--- config.mk ---
export PLATFORM = sky130hd
export DESIGN_NAME = mcop_ctrl
export DESIGN_NICKNAME = d
export VERILOG_FILES = /design/src/hw/rtl/mcop_pkg.sv /design/src/hw/rtl/mcop_ctrl.sv
export SDC_FILE = /design/constraint.sdc
export NUM_CORES = 1
export LEC_CHECK = 0
export BUFFER_PORTS_ARGS = -buffer_cell sky130_fd_sc_hd__buf_2
export CAP_MARGIN = 30
export CORE_MARGIN = 2
export CORE_UTILIZATION = 40
export CTS_CLUSTER_SIZE = 24
export DETAILED_ROUTE_END_ITERATION = 8
export GPL_ROUTABILITY_DRIVEN = 0
export GPL_TIMING_DRIVEN = 0
export PLACE_DENSITY = 0.58
export SLEW_MARGIN = 10
export SYNTH_ARGS = -nofsm -noshare
export SYNTH_HDL_FRONTEND = slang
export SYNTH_SLANG_ARGS = --single-unit
--- constraint.sdc ---
create_clock -name clk -period 2.65 [get_ports clk]
set_input_delay 0.265 -clock clk [delete_from_list [all_inputs] [get_ports clk]]
set_output_delay 0.265 -clock clk [all_outputs]
set_load 0.005 [all_outputs]
--- src/hw/rtl/mcop_pkg.sv ---
`default_nettype none

package mcop_pkg;

    // configuration register indexes
    localparam logic [2:0] REG_KIND         = 3'd0;
    localparam logic [2:0] REG_EXPIRY       = 3'd1;
    localparam logic [2:0] REG_STRIKE       = 3'd2;
    localparam logic [2:0] REG_UPPER_STRIKE = 3'd3;
    localparam logic [2:0] REG_SPOT         = 3'd4;
    localparam logic [2:0] REG_VOLATILITY   = 3'd5;
    localparam logic [2:0] REG_RATE         = 3'd6;
    localparam logic [2:0] REG_PATH_COUNT   = 3'd7;

    // option kinds
    localparam logic [1:0] KIND_CALL   = 2'd0;
    localparam logic [1:0] KIND_PUT    = 2'd1;
    localparam logic [1:0] KIND_DOUBLE = 2'd2;
    localparam logic [1:0] KIND_NONE   = 2'd3;   // pays zero

    // exponential constants
    localparam logic [30:0] LOG2E_Q30 = 31'd1549082005;
    localparam logic [29:0] LN2_Q30   = 30'd744261118;
    localparam logic [3:0]  EXP_TERMS = 4'd13;

    // datapath operations
    localparam logic [4:0] OP_NOP      = 5'd0;
    localparam logic [4:0] OP_LOAD     = 5'd1;
    localparam logic [4:0] OP_ZERO     = 5'd2;
    localparam logic [4:0] OP_MUL_VV   = 5'd3;
    localparam logic [4:0] OP_V2       = 5'd4;
    localparam logic [4:0] OP_MUL_VE   = 5'd5;
    localparam logic [4:0] OP_VAR      = 5'd6;
    localparam logic [4:0] OP_SQRT     = 5'd7;
    localparam logic [4:0] OP_SQDONE   = 5'd8;
    localparam logic [4:0] OP_MUL_RE   = 5'd9;
    localparam logic [4:0] OP_XSTART   = 5'd10;
    localparam logic [4:0] OP_EXP_Y    = 5'd11;
    localparam logic [4:0] OP_EXP_KF   = 5'd12;
    localparam logic [4:0] OP_EXP_MT   = 5'd13;
    localparam logic [4:0] OP_EXP_T    = 5'd14;
    localparam logic [4:0] OP_EXP_MTT  = 5'd15;
    localparam logic [4:0] OP_EXP_MR   = 5'd16;
    localparam logic [4:0] OP_EXP_CORR = 5'd17;
    localparam logic [4:0] OP_EXP_MP   = 5'd18;
    localparam logic [4:0] OP_EXP_SH   = 5'd19;
    localparam logic [4:0] OP_MOVED    = 5'd20;
    localparam logic [4:0] OP_MUL_TZ   = 5'd21;
    localparam logic [4:0] OP_XTERM    = 5'd22;
    localparam logic [4:0] OP_PAY      = 5'd23;
    localparam logic [4:0] OP_DINIT    = 5'd24;
    localparam logic [4:0] OP_DIV      = 5'd25;
    localparam logic [4:0] OP_MEAN     = 5'd26;
    localparam logic [4:0] OP_XDISC    = 5'd27;
    localparam logic [4:0] OP_EMIT     = 5'd28;

    typedef struct packed {
        logic [4:0] op;
        logic [3:0] n;     // taylor term index
    } mcop_cmd_t;

    typedef struct packed {
        logic pc_zero;
        logic run_start;
        logic run_done;
        logic out_busy;
    } mcop_status_t;

    // floor(2^32 / n) for the taylor divisions
    function automatic logic [32:0] recip(input logic [3:0] n);
        logic [32:0] r;
        case (n)
            4'd1:    r = 33'h1_0000_0000;
            4'd2:    r = 33'd2147483648;
            4'd3:    r = 33'd1431655765;
            4'd4:    r = 33'd1073741824;
            4'd5:    r = 33'd858993459;
            4'd6:    r = 33'd715827882;
            4'd7:    r = 33'd613566756;
            4'd8:    r = 33'd536870912;
            4'd9:    r = 33'd477218588;
            4'd10:   r = 33'd429496729;
            4'd11:   r = 33'd390451572;
            4'd12:   r = 33'd357913941;
            4'd13:   r = 33'd330382099;
            default: r = 33'd0;
        endcase
        return r;
    endfunction

endpackage

`default_nettype wire

--- src/hw/rtl/mcop_ctrl.sv ---
`default_nettype none

module mcop_ctrl (
    input  wire logic                  clk,
    input  wire logic                  rst_n,
    input  wire logic                  in_valid,
    input  wire mcop_pkg::mcop_status_t status,
    output mcop_pkg::mcop_cmd_t        cmd,
    output logic                       in_ready
);

    localparam logic [4:0] ST_IDLE   = 5'd0;
    localparam logic [4:0] ST_ZERO   = 5'd1;
    localparam logic [4:0] ST_MVV    = 5'd2;
    localparam logic [4:0] ST_V2     = 5'd3;
    localparam logic [4:0] ST_MVE    = 5'd4;
    localparam logic [4:0] ST_VAR    = 5'd5;
    localparam logic [4:0] ST_SQRT   = 5'd6;
    localparam logic [4:0] ST_SQDONE = 5'd7;
    localparam logic [4:0] ST_MRE    = 5'd8;
    localparam logic [4:0] ST_XSTART = 5'd9;
    localparam logic [4:0] ST_EY     = 5'd10;
    localparam logic [4:0] ST_EKF    = 5'd11;
    localparam logic [4:0] ST_EMT    = 5'd12;
    localparam logic [4:0] ST_ET     = 5'd13;
    localparam logic [4:0] ST_EMTT   = 5'd14;
    localparam logic [4:0] ST_EMR    = 5'd15;
    localparam logic [4:0] ST_ECORR  = 5'd16;
    localparam logic [4:0] ST_EMP    = 5'd17;
    localparam logic [4:0] ST_ESH    = 5'd18;
    localparam logic [4:0] ST_MOVED  = 5'd19;
    localparam logic [4:0] ST_MTZ    = 5'd20;
    localparam logic [4:0] ST_XTERM  = 5'd21;
    localparam logic [4:0] ST_PAY    = 5'd22;
    localparam logic [4:0] ST_CHECK  = 5'd23;
    localparam logic [4:0] ST_DINIT  = 5'd24;
    localparam logic [4:0] ST_DIV    = 5'd25;
    localparam logic [4:0] ST_MEAN   = 5'd26;
    localparam logic [4:0] ST_MRE2   = 5'd27;
    localparam logic [4:0] ST_XDISC  = 5'd28;
    localparam logic [4:0] ST_EMIT   = 5'd29;

    localparam logic [1:0] RET_MOVED = 2'd0;
    localparam logic [1:0] RET_TERM  = 2'd1;
    localparam logic [1:0] RET_DISC  = 2'd2;

    logic [4:0] state_reg, state_next;
    logic [1:0] ret_reg, ret_next;
    logic [6:0] cnt_reg, cnt_next;
    logic [4:0] op;

    assign in_ready = (state_reg == ST_IDLE);
    assign cmd.op   = op;
    assign cmd.n    = cnt_reg[3:0];

    always_comb
    begin
        state_next = state_reg;
        ret_next   = ret_reg;
        cnt_next   = cnt_reg;
        op         = mcop_pkg::OP_NOP;
        case (state_reg)
            ST_IDLE:
            begin
                if (in_valid)
                begin
                    op = mcop_pkg::OP_LOAD;
                    if (status.pc_zero)
                        state_next = ST_ZERO;
                    else if (status.run_start)
                        state_next = ST_MVV;
                    else
                        state_next = ST_MTZ;
                end
            end
            ST_ZERO:
            begin
                if (!status.out_busy)
                begin
                    op         = mcop_pkg::OP_ZERO;
                    state_next = ST_IDLE;
                end
            end
            ST_MVV:
            begin
                op         = mcop_pkg::OP_MUL_VV;
                state_next = ST_V2;
            end
            ST_V2:
            begin
                op         = mcop_pkg::OP_V2;
                state_next = ST_MVE;
            end
            ST_MVE:
            begin
                op         = mcop_pkg::OP_MUL_VE;
                state_next = ST_VAR;
            end
            ST_VAR:
            begin
                op         = mcop_pkg::OP_VAR;
                cnt_next   = 7'd0;
                state_next = ST_SQRT;
            end
            ST_SQRT:
            begin
                op       = mcop_pkg::OP_SQRT;
                cnt_next = cnt_reg + 7'd1;
                if (cnt_reg == 7'd31)
                    state_next = ST_SQDONE;
            end
            ST_SQDONE:
            begin
                op         = mcop_pkg::OP_SQDONE;
                state_next = ST_MRE;
            end
            ST_MRE:
            begin
                op         = mcop_pkg::OP_MUL_RE;
                state_next = ST_XSTART;
            end
            ST_XSTART:
            begin
                op         = mcop_pkg::OP_XSTART;
                ret_next   = RET_MOVED;
                state_next = ST_EY;
            end
            ST_EY:
            begin
                op         = mcop_pkg::OP_EXP_Y;
                state_next = ST_EKF;
            end
            ST_EKF:
            begin
                op         = mcop_pkg::OP_EXP_KF;
                state_next = ST_EMT;
            end
            ST_EMT:
            begin
                op         = mcop_pkg::OP_EXP_MT;
                state_next = ST_ET;
            end
            ST_ET:
            begin
                op         = mcop_pkg::OP_EXP_T;
                cnt_next   = 7'd1;
                state_next = ST_EMTT;
            end
            ST_EMTT:
            begin
                op         = mcop_pkg::OP_EXP_MTT;
                state_next = ST_EMR;
            end
            ST_EMR:
            begin
                op         = mcop_pkg::OP_EXP_MR;
                state_next = ST_ECORR;
            end
            ST_ECORR:
            begin
                op = mcop_pkg::OP_EXP_CORR;
                if (cnt_reg[3:0] == mcop_pkg::EXP_TERMS)
                    state_next = ST_EMP;
                else
                begin
                    cnt_next   = cnt_reg + 7'd1;
                    state_next = ST_EMTT;
                end
            end
            ST_EMP:
            begin
                op         = mcop_pkg::OP_EXP_MP;
                state_next = ST_ESH;
            end
            ST_ESH:
            begin
                op = mcop_pkg::OP_EXP_SH;
                case (ret_reg)
                    RET_MOVED: state_next = ST_MOVED;
                    RET_TERM:  state_next = ST_PAY;
                    default:   state_next = ST_EMIT;
                endcase
            end
            ST_MOVED:
            begin
                op         = mcop_pkg::OP_MOVED;
                state_next = ST_MTZ;
            end
            ST_MTZ:
            begin
                op         = mcop_pkg::OP_MUL_TZ;
                state_next = ST_XTERM;
            end
            ST_XTERM:
            begin
                op         = mcop_pkg::OP_XTERM;
                ret_next   = RET_TERM;
                state_next = ST_EY;
            end
            ST_PAY:
            begin
                op         = mcop_pkg::OP_PAY;
                state_next = ST_CHECK;
            end
            ST_CHECK:
            begin
                if (status.run_done)
                    state_next = ST_DINIT;
                else
                    state_next = ST_IDLE;
            end
            ST_DINIT:
            begin
                op         = mcop_pkg::OP_DINIT;
                cnt_next   = 7'd0;
                state_next = ST_DIV;
            end
            ST_DIV:
            begin
                op       = mcop_pkg::OP_DIV;
                cnt_next = cnt_reg + 7'd1;
                if (cnt_reg == 7'd63)
                    state_next = ST_MEAN;
            end
            ST_MEAN:
            begin
                op         = mcop_pkg::OP_MEAN;
                state_next = ST_MRE2;
            end
            ST_MRE2:
            begin
                op         = mcop_pkg::OP_MUL_RE;
                state_next = ST_XDISC;
            end
            ST_XDISC:
            begin
                op         = mcop_pkg::OP_XDISC;
                ret_next   = RET_DISC;
                state_next = ST_EY;
            end
            ST_EMIT:
            begin
                if (!status.out_busy)
                begin
                    op         = mcop_pkg::OP_EMIT;
                    state_next = ST_IDLE;
                end
            end
            default:
            begin
                state_next = ST_IDLE;
            end
        endcase
    end

    always_ff @(posedge clk or negedge rst_n)
    begin
        if (!rst_n)
        begin
            state_reg <= ST_IDLE;
            ret_reg   <= RET_MOVED;
            cnt_reg   <= 7'd0;
        end
        else
        begin
            state_reg <= state_next;
            ret_reg   <= ret_next;
            cnt_reg   <= cnt_next;
        end
    end

endmodule

`default_nettype wire

; Yosys cells after proc, flatten, opt, wreduce, memory -nomap -nowiden
; Cells that the tools add are included.
[word_totals]
out_inout_bits = 10
regBits = 14
wordCells = 70
[classes]
muxes = 17
n_addsub = 1
n_reduce_logical = 11
eq_ne = 38
[ops]
columns = op, count
row1 = 5-bit one-hot mux with 28 select lines, 1
row2 = 5-bit one-hot mux with 27 select lines, 1
row3 = 5-bit == test (second input constant), 14
row4 = 5-bit 2-to-1 mux, 9
row5 = 5-bit by 4-bit == test with 1-bit output (second input constant), 8
row6 = 7-bit one-hot mux with 4 select lines, 1
row7 = 5-bit by 3-bit == test with 1-bit output (second input constant), 4
row8 = 5-bit by 2-bit == test with 1-bit output (second input constant), 2
row9 = 2-bit inequality test (second input constant), 5
row10 = 4-bit one-hot mux with 2 select lines, 1
row11 = 2-bit OR reduction, 4
row12 = 7-bit by 1-bit adder with 7-bit output (second input constant), 1
row13 = 7-bit by 5-bit == test with 1-bit output (second input constant), 1
row14 = 7-bit by 6-bit == test with 1-bit output (second input constant), 1
row15 = 7-bit 2-to-1 mux, 1
row16 = 2-bit one-hot mux with 3 select lines, 1
row17 = 5-bit by 1-bit == test with 1-bit output (second input constant), 1
row18 = 5-bit logical NOT, 1
row19 = 4-bit == test (second input constant), 1
row20 = 4-bit AND reduction, 1
row21 = 4-bit nonzero test, 1
row22 = 3-bit nonzero test, 1
row23 = 3-bit OR reduction, 1
row24 = 2-bit by 1-bit == test with 1-bit output (second input constant), 1
row25 = other kinds (4), 4

; Longest topological paths before layout
[logic_depth]
depth_word = 4
mapped_depth = 8
depth_no_buf = 7

; Least setup slack after synthesis
; No wires, ideal clock.
[synth_timing]
path_kind = reg-to-reg
startpoint = register state_reg[1]
endpoint = register state_reg[0]
setup_time_ns = 0.125
setup_slack_ns = 0.859
arrival_ns = 1.666
path_stages_with_launch = 7
cell_sequence = dfrtp_1 -> nand2b_1 -> or4_1 -> a32oi_1 -> or2_1 -> buf_6 -> mux2_4
[synth_between]
elab_chain_len = 4
word_cells_on_any_way = 38
classes_between = eq/ne: 33 / mux: 1 / reduce/logical: 4
[synth_lines]
columns = element, line_no
row1 = start: declaration, mcop_ctrl.sv:47  ; logic [4:0] state_reg, state_next;
row2 = start signal: assignment, mcop_ctrl.sv:266  ; state_reg <= state_next;
row3 = "parallel branches: the longest is 4 deep, another holds 5-bit one-hot mux with 27 select lines", --
; Several ways; the timed one is not identified.
; A chain may end at the register's enable or synchronous reset.

==> out/metrics.cfg <==
[setup_path]
reg2reg_to=state_reg[2]
ff2ff_setup_slack_ps=620
crit_required_ps=2380
crit_path_end_kind=output pin
crit_family=buffers and inverters
cp_common_cell=buf_2
cp_cell_sequence=buf_2 > buf_2 > buf_2 > o21ai_0 > mux2i_1 > a32oi_1 > buf_2
reg2reg_depth=6
crit_fanout=10
crit_type=flop to output pin
start_kind=flop
cpPeakStageDelay_ps=480
cp_slowest_cell=dfrtp_1
cp.arrival_ps=2100
reg2reg_from=state_reg[1]
crit_buf_inv=4

[drt]
num_vias=1614
routedWlPerCell_um=16.59
drt-initial-drc-count=98
antenna_left=0
drt_pass1_iterations=4
remaining_drc_errors=0
avgViaCountPerCell=6.232
routed_wl_um=4298

[clock_network]
clkSinkCount=14
clk_latency_ps=290
post_cts_resized=0
clockBufferDepth=2
cts-root-buf=clkbuf_4
path_clk_slew_ps=100
post_cts_buffers=0
tritoncts=yes
htree_num_levels=1
cts_buffers=3

[synth]
yosys-top-cells-area=dfrtp_1, a21oi_1, o21ai_0
synthArstFlopShare_pct=100.0
synthSimpleGateAreaFrac_pct=26.53
synthAdderAreaFrac_pct=2.412
synth_top_flop_cell=dfrtp_1
synthDistinctLibCells=54
ys_seq_elements=14
yosys_warnings=0
synth-compound-area-share_pct=32.64
ys_seq_area_share_pct=24.12
syn_nets=201
yosys.area_share.xor_xnor_pct=0
syn_area_per_cell_sq_um=7.566
syn_area_sq_mm=0.001453
netlist_instances=192
synth_common_cells=a21oi_1, nand2_1, dfrtp_1, nor2_1, o21ai_0
synth_top_family_by_area=compound AO/OA/AOI/OAI gates
synth_top_cell_by_area=dfrtp_1
synth_edf_count=0
yosysTopAreaCellShare_pct=24.12
synthMuxAreaShare_pct=4.134

[sta]
final_hold_viol_count=0
min_period_ps=2364
relSlewSlack_pct=62.42
setup_viol=0
clock_skew_ps=6.942
max_freq_mhz=423.1
worstMarginPinSlew_ps=558.5
fin_crit_sh_pct=89.20
rsz0062_at_grt=false
slew_viol_final=0
timing.hold.ws_ps=394.4
tns_ps=0

[global_route]
antenna_found_initial=0
track_usage_pct=22.09
grt_max_degree=15
grt_pass1_wl_um=7307
grt_pass1_vias=1526
met3_usage_pct=5.106
grt_busiest_layer=met2
grt_use_met2_pct=34.77
use_met1_pct=30.17
grt.overflow.total=0

[power_and_ir_drop]
power_per_cell_area_mw_per_mm2=240.0
leakagePower_nw=0.7103
ir_drop_uv=124.1

[final_layout]
drive_gt1_share_pct=22.07
area_growth_pct=12.66
diodes=0
fillerInstances=358
largest_register_ffs=7
final_util_pct=47.91
layout.nets=223

[floorplanning]
die_x_um=64.26
rows=21
io_pins=17
die_y_um=64.26
fp.coreArea_sq_mm=0.003416
die-area_sq_mm=0.004129
start_util_pct=42.53

[placement]
dp_hpwl_um=3170
io_buffers=16

[status]
status=finished clean

[worst_hold_path]
hold_class=primary input to asynchronous set/reset pin

[job]
cap_violations=0

## logic make-up (layout without fill, tap and decap cells)
kind of cell / Yosys count / after routing
AND/OR/NAND/NOR: 72 / 72
AO/OA/AOI/OAI: 71 / 71
buffers and inverters: 27 / 48
flip-flops: 14 / 14
multiplexers: 5 / 5
adder cells (fa/ha/maj): 3 / 3
## stage by stage
stage	setup WS, ps	instances	cell area (sq um)	total power, W
global placement	671.5	254	1590	0.0002302
CTS	331.8	259	1637	0.0003985
floorplan	859.4	192	1453	0.0002197
detailed placement	648.8	254	1590	0.0002306
finish	286.3	259	1637	0.0003928
global route	151.9	259	1637	0.0004115
## worst max-delay path by stage
stage	cells past startpoint	endpoint	start	slack (ps)
floorplan	6	state_reg[0]	state_reg[1]	860
global placement	6	state_reg[2]	state_reg[1]	670
detailed placement	6	state_reg[2]	state_reg[1]	650
CTS	7	cmd[8]	state_reg[1]	330
global route	7	cmd[8]	state_reg[1]	150
finish	7	cmd[8]	state_reg[1]	290
## timing repair
action                     in CTS  in global routing
setup endpoints to repair       0                  0
hold endpoints to repair       14                  0
hold buffers                    1                  0
## power breakdown
group          internal, W  switching (W)  leakage (nW)
clock            0.0000836      0.0000819        0.0210
combinational   0.00000536     0.00000841         0.528
sequential        0.000213              0         0.161
total             0.000302      0.0000903         0.710
## routing by layer
layer / vias to the layer above / wire length (um)
met3: 15 / 358
met5: - / 0
li1: 760 / -
met2: 76 / 1921
met4: 0 / 101
met1: 763 / 1916
## area by class of cell
class | instances | area [sq um] | area share (%)
repair buffers | 17 | 90.09 | 5.505
well taps | 46 | 57.56 | 3.517
flip-flops and latches | 14 | 350.3 | 21.41
multi-input cells | 151 | 954.7 | 58.33
clock buffers | 4 | 36.28 | 2.217
inverters | 6 | 22.52 | 1.376
plain buffers | 21 | 125.1 | 7.645
## placed cells by master (no fill, tap or decap), types with 3 or more instances in the layout
cell / count
nand2_1: 16
mux2i_1: 3
nand2b_1: 6
nand3b_1: 3
nand3_1: 6
dfrtp_1: 14
buf_2: 29
a211oi_1: 4
o31ai_1: 3
nor2_1: 14
and2_1: 3
nor2b_1: 4
clkbuf_4: 3
a32oi_1: 3
o211ai_1: 3
buf_4: 4
o21ai_1: 3
a21oi_1: 16
nand4_1: 5
inv_1: 5
a31oi_1: 6
o21ai_0: 14
## worst reg2reg max path, cell delays in order (launching register included)
cell and delay, ps:
dfrtp_1 470, nand2b_1 240, or4_1 430, a32oi_1 230, or2_1 150, buf_6 120, mux2_4 290
Power figures use the tool's default switching activity.
